**src/sv/ccm_pkg.sv**
```systemverilog
`default_nettype none
package ccm_pkg;

  localparam int unsigned MAID_WORDS = 6;
  localparam logic [7:0] OPC_CCM = 8'd1;
  localparam int unsigned RDI_BIT = 7;

  localparam logic [63:0] LOCAL_MAID_0 = 64'h0403_6F76_7302_036F;
  localparam logic [63:0] LOCAL_MAID_1 = 64'h7673_0000_0000_0000;

  // configuration register indexes
  localparam logic CFG_LOCAL_MPID = 1'b0;
  localparam logic CFG_EXT_MODE   = 1'b1;

  typedef enum logic [2:0] {
    ST_BAD_OPCODE = 3'd0,
    ST_MAID_MISMATCH = 3'd1,
    ST_UPDATED = 3'd2,
    ST_INSERTED = 3'd3,
    ST_TABLE_FULL = 3'd4,
    ST_CHECK_DONE = 3'd5
  } status_t;

  typedef enum logic [2:0] {
    S_IDLE,
    S_LOOKUP,
    S_LOOKUP_WAIT,
    S_TICK,
    S_TICK_WAIT,
    S_DONE
  } state_t;

  // controller to datapath
  typedef struct packed {
    logic load;        // capture item
    logic scan_clear;  // zero scan index and search flags
    logic scan_step;   // evaluate entry at index, advance
    logic ccm_commit;  // write the found or free entry
    logic tick_start;  // open fault check
    logic tick_finish; // close fault check
    logic out_load;    // fill result register
  } ctl_t;

  // datapath to controller
  typedef struct packed {
    logic is_tick;
    logic pre_done;   // wrong opcode or maid mismatch, no scan needed
    logic scan_last;  // index at final entry
    logic found;      // match hit during scan
  } sts_t;

endpackage
`default_nettype wire

```
**src/sv/ccm_ctrl.sv**
```systemverilog
`default_nettype none
module ccm_ctrl (
  input  wire logic           clk,
  input  wire logic           rst_n,
  input  wire logic           in_valid,
  output logic                in_ready,
  output logic                out_valid,
  input  wire logic           out_ready,
  input  wire ccm_pkg::sts_t  sts,
  output ccm_pkg::ctl_t       ctl
);

  ccm_pkg::state_t state_r, state_nxt;
  logic out_valid_r, out_valid_nxt;

  always_ff @(posedge clk) begin
    if (!rst_n) begin
      state_r <= ccm_pkg::S_IDLE;
      out_valid_r <= 1'b0;
    end else begin
      state_r <= state_nxt;
      out_valid_r <= out_valid_nxt;
    end
  end

  assign out_valid = out_valid_r;

  // sequencing: each entry is read in a wait state (S_LOOKUP_WAIT or S_TICK_WAIT), then evaluated in S_LOOKUP or S_TICK
  always_comb begin
    state_nxt = state_r;
    ctl = '0;
    in_ready = 1'b0;
    out_valid_nxt = out_valid_r;
    if (out_valid_r && out_ready) begin
      out_valid_nxt = 1'b0;
    end
    case (state_r)
      ccm_pkg::S_IDLE: begin
        in_ready = 1'b1;
        if (in_valid) begin
          ctl.load = 1'b1;
          ctl.scan_clear = 1'b1;
          state_nxt = ccm_pkg::S_DONE;
        end
      end
      ccm_pkg::S_DONE: begin
        // dispatch on captured item
        if (sts.is_tick) begin
          ctl.tick_start = 1'b1;
          state_nxt = ccm_pkg::S_TICK_WAIT;
        end else if (sts.pre_done) begin
          if (!out_valid_r || out_ready) begin
            ctl.out_load = 1'b1;
            out_valid_nxt = 1'b1;
            state_nxt = ccm_pkg::S_IDLE;
          end
        end else begin
          state_nxt = ccm_pkg::S_LOOKUP_WAIT;
        end
      end
      ccm_pkg::S_LOOKUP_WAIT: begin
        state_nxt = ccm_pkg::S_LOOKUP;
      end
      ccm_pkg::S_LOOKUP: begin
        ctl.scan_step = 1'b1;
        if (sts.scan_last || sts.found) begin
          state_nxt = ccm_pkg::S_TICK;
        end else begin
          state_nxt = ccm_pkg::S_LOOKUP_WAIT;
        end
      end
      ccm_pkg::S_TICK_WAIT: begin
        state_nxt = ccm_pkg::S_TICK;
      end
      ccm_pkg::S_TICK: begin
        // tick scan step, or final commit of both kinds
        if (sts.is_tick && !sts.scan_last) begin
          ctl.scan_step = 1'b1;
          state_nxt = ccm_pkg::S_TICK_WAIT;
        end else if (!out_valid_r || out_ready) begin
          if (sts.is_tick) begin
            ctl.scan_step = 1'b1;
            ctl.tick_finish = 1'b1;
          end else begin
            ctl.ccm_commit = 1'b1;
          end
          ctl.out_load = 1'b1;
          out_valid_nxt = 1'b1;
          state_nxt = ccm_pkg::S_IDLE;
        end
      end
      default: state_nxt = ccm_pkg::S_IDLE;
    endcase
  end

endmodule
`default_nettype wire

```
**config.mk**
```make
export PLATFORM = sky130hd
export DESIGN_NAME = ccm_ctrl
export DESIGN_NICKNAME = d
export VERILOG_FILES = /design/src/sv/ccm_pkg.sv /design/src/sv/ccm_ctrl.sv
export SDC_FILE = /design/constraint.sdc
export NUM_CORES = 1
export LEC_CHECK = 0
export CAP_MARGIN = 10
export CORE_AREA = 8 8 45 47
export CTS_CLUSTER_SIZE = 10
export DETAILED_ROUTE_END_ITERATION = 8
export DIE_AREA = 0 0 53 55
export DONT_BUFFER_PORTS = 1
export PLACE_DENSITY = 0.53
export SYNTH_ARGS = -nofsm -noshare
export SYNTH_HDL_FRONTEND = slang
export SYNTH_SLANG_ARGS = --single-unit
```
**constraint.sdc**
```tcl
create_clock -name clk -period 1.7 [get_ports clk]
set_clock_uncertainty 0.2 [all_clocks]
set_input_delay 0.17 -clock clk [delete_from_list [all_inputs] [get_ports clk]]
set_output_delay 0.17 -clock clk [all_outputs]
set_load 0.05 [all_outputs]
```
==> reports/metrics.cfg, run 1 <==
[synth]
yosysWarnings=0
synthArstFlopShare_pct=0
synthesis.nets=60
post_synth_num_cell_types=25
post_synth_inst_count=52
synth.avg_cell_area_um2=7.58
synth_common_cells=nand2_1 (7), nand2b_1 (7), buf_4 (4), dfxtp_1 (4)
netlist_area_um2=394
synth_edf_count=0
ys_ff_latch=4
yosysSeqAreaShare_pct=20.3
yosysTopAreaCell=dfxtp_1
synth_area_leaders=dfxtp_1 (20%), nand2b_1 (11%), buf_4 (7.6%)
yosysTopAreaCellShare_pct=20.3
synth_ff_type=dfxtp_1

[pwr]
switching_power_mw=0.288
combinationalPowerShare_pct=60.5
vdd_drop_max_mv=0.402
p_seq_share_pct=19.8
power_leakage_nw=0.283
clkPwrFrac_pct=19.7
sw_frac_of_total_pct=44.1
power_density_nw_per_um2=948
internal-power_mw=0.365
p_total_mw=0.653

[worst_setup_path]
crit_fanout=7
path_class=flop to output port
required_ns=1.33
cp-end-kind=output port
startpoint_type=flop
cp.arrival_ns=1.29

[final_layout]
drive_gt1_share_pct=47.8
fin_nets=79
synthToLayoutAreaGrowth_pct=74.9
multiInputGateArea_um2=347
nFillCells=122
fin_cells=85
num_antenna_cells=0
regArea_um2=85.1

[routing]
wirelength_um=1270
route.vias.total=450
ant_nets=0
drt-initial-drc-count=15
vias_per_cell=5.29
post_drt_wl_per_cell_um=14.9
dr.pass1.iters=4
post-route-drc-count=0

[global_route]
grt_max_degree=11
grt_pass1_vias=458
grt_usage_pct=9.45
grt_pass1_wl_um=2040
antenna_found_initial=0
grt-ovfl-total=0

[timing]
min_period_ns=1.66
setup_viol=0
grt_setup_unrepaired=no
finalWorstSetupSlack_ns=0.0436
period_share_pct=97.4
relSlewSlack_pct=84.5
holdWs_ns=0.00693
clock.fmax_mhz=604
tightest_slew_ns=0.231
setup_tns_ns=0
finalHoldViolCount=0
slew_violations=0

[clock_tree]
path_clk_slew_ns=0.04
cts_max_path_buffers=2
h-tree-depth=1
cts_tree=yes
numCtsBuffers=3
clock-root-buffer=clkbuf_4
insertion_delay_ns=0.24
cts.sinks=4

[floorplan]
core_um2=1380
die_x_um=53
die_h_um=55
floorplan.initialDensity_pct=28.5
die_area_um2=2920
fp-row-count=14
io_pins=17

[place]
hpwl_um=943
gp_congestion=0.864
port_buffers=0
pre_cts_ws_ns=0.158
dp.cells=76

[min_path]
hp-class=input port to flop

[status]
status=finished, final reports clean

[run]
drv_cap=0

## layer usage
metal / track usage (%) / vias to the layer above / share of wire (%)
li1: - / 217 / -
met1: 9.71 / 200 / 39
met2: 14.5 / 27 / 45
met3: 4.81 / 6 / 11
met4: 7.33 / 0 / 4.2
met5: 0 / - / 0
## worst max-delay path, stage by stage (launching register included)
cell	delay [ns]
dfxtp_4	0.37
nand2b_4	0.15
o22ai_2	0.15
nand2_2	0.09
nor2_4	0.14
buf_12	0.15
## stage by stage
step / instance area (um^2) / utilization [%]
after floorplan: 443 / -
after global placement: 582 / 42.0
after detailed placement: 582 / 42.0
after CTS: 679 / 49.1
after global routing: 689 / 49.8
final: 689 / 49.8
## area by class of cell
type / instances / share of cell area [%]
multi-input combinational: 43 / 50.3
timing repair buffer: 19 / 31.2
sequential: 4 / 12.3
clock buffer: 3 / 3.27
tap: 16 / 2.90
## placed cells by master (no fill, tap or decap), types with 2 or more instances in the layout
cell           count
buf_4             10
nand2b_1           6
nand2_1            6
buf_12             5
dlygate4sd3_1      4
nor3_4             3
o21ai_0            3
clkbuf_4           3
nor2_1             2
a21oi_1            2
nand3_1            2
dfxtp_1            2
## state kept, by name, indices dropped and copies added (netlist names)
register   cells
out_valid      1
state_r        3
## path summary, 6_finish.rpt
| path | cells after the start | slack [ns] | from | endpoint |
|---|---|---|---|---|
| worst max-delay path | 5 | 0.04 | state_r[1]$_SDFFE_PN0P_ | ctl[0] |
| worst max register to register | 4 | 0.31 | state_r[0]$_SDFFE_PN0P_ | state_r[1]$_SDFFE_PN0P_ |
| worst min-delay path | 2 | 0.007 | out_ready | out_valid$_SDFF_PN0_ |
| worst min register to register | 2 | 0.38 | out_valid$_SDFF_PN0_ | out_valid$_SDFF_PN0_ |
## power by group through the flow
stage / sequential (mW) / clock (mW) / combinational [mW]
3_5_place_dp: 0.128 / 0 / 0.361
3_3_place_gp: 0.125 / 0 / 0.358
6_report: 0.129 / 0.129 / 0.395
5_1_grt: 0.131 / 0.135 / 0.418
4_1_cts: 0.128 / 0.130 / 0.389
2_1_floorplan: 0.127 / 0 / 0.262
## cell families after synthesis
family | count (synthesis) | share of synthesized area [%]
XOR/XNOR | 1 | 2.22
AO/OA/AOI/OAI | 14 | 24.8
AND/OR/NAND/NOR | 28 | 42.2
buffers and inverters | 5 | 10.5
flip-flops | 4 | 20.3
## repair_timing
item	CTS	global route
resized for setup	6	4
setup endpoints to repair	4	4
buffers inserted	2	0
hold buffers	4	0
pin swaps	3	0
endpoints found under the hold margin	4	0
Power figures use the tool's default switching activity.
==> inputs of run 2 (changes only) <==
--- a/config.mk
+++ b/config.mk
@@ -11,7 +11,6 @@
 export DETAILED_ROUTE_END_ITERATION = 8
 export DIE_AREA = 0 0 53 55
 export DONT_BUFFER_PORTS = 1
-export PLACE_DENSITY = 0.53
 export SYNTH_ARGS = -nofsm -noshare
 export SYNTH_HDL_FRONTEND = slang
 export SYNTH_SLANG_ARGS = --single-unit
==> run 2 against run 1 <==
  * Global-route usage fell by 0.49 points
  * Total power fell by 4.1%
  * Final area fell by 5.3%
  * Sequential cell count did not move
  * Non-clock buffer count fell by 5
  * Die area did not move
  * Fmax fell by 0.65%
  * Cell count fell by 5.9%
  * Critical path depth did not move
  * Highest routed layer is now met3
  * Sequential share of layout area rose by 0.30 points
  * Clock-buffer cell count did not move
  * Setup slack got worse by 0.011 ns
==> reports/metrics.cfg, run 2 (same netlist as run 1, synthesis figures left out) <==
[floorplan]
floorplan.initialDensity_pct=28.5
core_um2=1380
io_pins=17
die_x_um=53
die_h_um=55
die_area_um2=2920
fp-row-count=14

[timing]
tightest_slew_ns=0.239
clock.fmax_mhz=600
period_share_pct=98.1
setup_viol=0
relSlewSlack_pct=83.9
grt_setup_unrepaired=yes
finalHoldViolCount=0
min_period_ns=1.67
slew_violations=0

[final_layout]
fin_nets=74
nFillCells=131
final_cell_mix=nand2b_1 (6), nand2_1 (5), buf_12 (5), buf_4 (5)
fin_util_pct=47.2
synthToLayoutAreaGrowth_pct=65.7
final_common_cell=nand2b_1
regMostFlops=state_r
fin_cells=80
drive_gt1_share_pct=46.9
fin_area_um2=653
largest_register_ffs=3
num_antenna_cells=0

[global_route]
grt_usage_pct=8.96
grt_pass1_wl_um=1990
grt-ovfl-total=0
grt_max_degree=12
grt_pass1_vias=428
antenna_found_initial=0

[routing]
vias_per_cell=5.18
ant_nets=0
post-route-drc-count=0
post_drt_wl_per_cell_um=14.8
drt-initial-drc-count=10
wirelength_um=1190
dr.pass1.iters=4
route.vias.total=414

[worst_setup_path]
path_cells=nand2b_4, o22ai_2, nand2_2, nor2_4, buf_12
rrSetupSlack_ns=0.20
cpMaxStageDelayCell=dfxtp_2
rr_worst_depth=4
cp-end-kind=output port
max_stage_delay_ns=0.35
path_buf_inv=1
path_class=flop to output port
critPathLaunch=state_r[1]$_SDFFE_PN0P_
cp_top_family=simple AND/OR/NAND/NOR gates
r2r-end=state_r[1]$_SDFFE_PN0P_
crit_fanout=5
cp.arrival_ns=1.30
startpoint_type=flop
required_ns=1.33
rr_startpoint=state_r[2]$_SDFFE_PN0P_

[pwr]
p_total_mw=0.627
vdd_drop_max_mv=0.488
power_leakage_nw=0.260
power_density_nw_per_um2=959

[clock_tree]
path_clk_slew_ns=0.04
insertion_delay_ns=0.24
cts_max_path_buffers=2
h-tree-depth=1
cts_tree=yes
cts.sinks=4
clock-root-buffer=clkbuf_4
numCtsBuffers=3

[place]
port_buffers=0
gp_congestion=0.815
dp.cells=74
placed_area_um2=567
hpwl_um=886

[min_path]
hold_depth=2
hp-class=input port to flop
hold_path_end=out_valid$_SDFF_PN0_
min_from=out_ready

[run]
drv_cap=0

[status]
status=finished, final reports clean

[run 2: cell types whose count changed in the layout (fill, tap and decap cells not counted)]
cell / change
nand2_1: -1
dlygate4sd3_1: -1
buf_4: -5
buf_6: +1
dfxtp_2: +1
nand2_2: +1
dfxtp_4: -1
[run 2: per-layer routing]
metal	global-route usage, %	wire length, um
met4	1.29	0
met2	13.9	598
met3	5.61	109
met1	10.5	477
met5	0	0
[run 2: power breakdown]
part,internal [mW],total (mW),switching (mW)
sequential,0.110,0.130,0.0200
clock,0.0791,0.120,0.0413
combinational,0.161,0.376,0.215
[run 2: through the flow]
stage	setup TNS (ns)	hold slack [ns]	worst slack, ns
2_1_floorplan	-0.165	0.0567	-0.165
3_3_place_gp	0	0.0737	0.219
3_5_place_dp	0	0.0761	0.188
4_1_cts	0	0.0210	0.000448
5_1_grt	-0.0332	0.0544	-0.0214
6_report	0	0.0235	0.0327
[run 2: timing repair]
item / in CTS / in global routing
hold endpoints to repair: 4 / 0
pin swaps: 0 / 6
hold buffers: 3 / 0
resized for setup: 3 / 8
setup buffers: 0 / 0
gates cloned: 0 / 0
setup endpoints to repair: 5 / 5
[run 2: layout make-up]
cell class | instances | area, um^2 | share of cell area, %
clock buffers | 3 | 22.5 | 3.45
multi-input cells | 43 | 349 | 53.4
flip-flops and latches | 4 | 82.6 | 12.6
well taps | 16 | 20.0 | 3.07
repair buffers | 14 | 179 | 27.4
[run 2: worst max path at each step]
stage / to / slack [ns] / depth (start not counted)
2_1_floorplan: ctl[6] / -0.16 / 3
3_3_place_gp: state_r[1]$_SDFFE_PN0P_ / 0.22 / 4
3_5_place_dp: state_r[1]$_SDFFE_PN0P_ / 0.19 / 4
4_1_cts: ctl[6] / 0.0004 / 4
5_1_grt: ctl[0] / -0.02 / 5
6_report: ctl[0] / 0.03 / 5
==> inputs of run 3 (changes only) <==
==> constraint.sdc (replaced) <==
create_clock -name clk -period 1.7 [get_ports clk]
set_clock_uncertainty 0.2 [all_clocks]
set_input_delay 0.425 -clock clk [delete_from_list [all_inputs] [get_ports clk]]
set_output_delay 0.425 -clock clk [all_outputs]
set_load 0.05 [all_outputs]
==> run 3 against run 2 <==
  * The flow now finishes with violations (negative setup slack)
  * Register-to-register slack worse by 0.28 ns
  * Via count up 14%
  * Critical path type unchanged
  * Highest routed layer is now met4
  * Final area up 24%
  * Sequential cell count unchanged
  * Routed wire length up 23%
==> reports/metrics.cfg, run 3 (same netlist as run 1, synthesis figures left out) <==
[status]
status=complete, but fails checks
violations=negative setup slack

[final_layout]
drive_gt1_share_pct=66.2
num_antenna_cells=0
final_common_cell=buf_4
fin_area_um2=810
final_cell_mix=buf_4 (11), buf_6 (9), nand2b_1 (5), buf_12 (5)
fin_cells=93
fin_nets=86
largest_register_ffs=3
regMostFlops=state_r
synthToLayoutAreaGrowth_pct=105

[floorplan]
die_h_um=55
core_um2=1380
io_pins=17
floorplan.initialDensity_pct=28.5
die_x_um=53
fp-row-count=14
die_area_um2=2920

[global_route]
antenna_found_initial=0
grt-ovfl-total=0
grt_usage_pct=10.2
grt_pass1_vias=474
grt_max_degree=11
grt_pass1_wl_um=2160

[clock_tree]
insertion_delay_ns=0.25
clock-root-buffer=clkbuf_4
cts.sinks=4
ctsHoldBuffers=0
numCtsBuffers=3
cts_max_path_buffers=2
cts_tree=yes
path_clk_slew_ns=0.04
h-tree-depth=1

[worst_setup_path]
crit_fanout=4
required_ns=1.07
path_class=flop to output port
cp.arrival_ns=1.28
startpoint_type=flop
cp-end-kind=output port

[routing]
route.vias.total=474
drt-initial-drc-count=10
wirelength_um=1460
post_drt_wl_per_cell_um=15.7
dr.pass1.iters=4
post-route-drc-count=0
vias_per_cell=5.10
ant_nets=0

[timing]
setup_viol=9
finalWorstSetupSlack_ns=-0.204
finalHoldViolCount=0
tightest_slew_ns=0.291
clock.fmax_mhz=525
min_period_ns=1.90
period_share_pct=112
grt_setup_unrepaired=yes
setup_tns_ns=-1.14
relSlewSlack_pct=80.7
slew_violations=0

[pwr]
power_density_nw_per_um2=913
p_seq_share_pct=19.8
power_leakage_nw=0.344
sw_frac_of_total_pct=42.2
combinationalPowerShare_pct=61.1
internal-power_mw=0.427
clkPwrFrac_pct=19.1
p_total_mw=0.739
vdd_drop_max_mv=0.295
switching_power_mw=0.311

[place]
port_buffers=0
placed_area_um2=619
dp.cells=77
pre_cts_ws_ns=-0.0412
gp_congestion=0.851
hpwl_um=951

[min_path]
hp-class=input port to flop

[run]
drv_cap=0

run 3: changes by cell type in the layout (fill, tap and decap cells not counted), sizes merged:
cell	change
buf	+15
dlygate4sd3	-3
clkbuf	+1
run 3: final cells by class:
type,instances,area (um^2)
multi-input combinational,43,369
sequential,4,95.1
fill,113,574
timing repair buffer,26,299
clock buffer,4,26.3
tap,16,20.0
run 3: power by group through the flow:
stage,Combinational (mW),Clock (mW),Sequential (mW)
final,0.452,0.141,0.146
after global routing,0.476,0.156,0.150
after CTS,0.410,0.146,0.141
after detailed placement,0.349,0,0.137
after global placement,0.345,0,0.137
after floorplan,0.284,0,0.129
run 3: path summary, 6_finish.rpt:
check	slack (ns)	start	cells past startpoint	to
setup / recovery	-0.20	state_r[1]$_SDFFE_PN0P_	5	ctl[0]
hold / removal	0.06	sts[2]	1	state_r[1]$_SDFFE_PN0P_
setup reg to reg	-0.08	state_r[1]$_SDFFE_PN0P_	10	out_valid$_SDFF_PN0_
hold reg to reg	0.48	state_r[0]$_SDFFE_PN0P_	2	state_r[2]$_SDFFE_PN0P_
run 3: repair_timing:
item                       in CTS  in global routing
buffers inserted                9                  4
cloned                          0                  0
pin swaps                       1                  7
setup endpoints to repair       8                  9
resized for setup               7                 13
run 3: critical path, stage by stage, from the launching register on:
cell and delay, ns:
dfxtp_4 0.35, nand2b_4 0.15, o22ai_2 0.15, nand2_2 0.10
nor2_4 0.13, buf_12 0.14
run 3: metrics by stage:
| step | util (%) | hold slack, ns |
|---|---|---|
| after detailed placement | 44.8 | 0.312 |
| after global placement | 44.8 | 0.308 |
| final | 58.5 | 0.0552 |
| after CTS | 53.4 | 0.0513 |
| after floorplan | - | 0.304 |
| after global routing | 58.5 | 0.0351 |
run 3: metal layers:
layer / vias to the layer above / global-route usage [%] / wire length [um]
li1: 232 / - / -
met4: 0 / 3.88 / 40
met5: - / 0 / 0
met2: 17 / 17.0 / 730
met3: 6 / 5.88 / 134
met1: 219 / 10.5 / 555
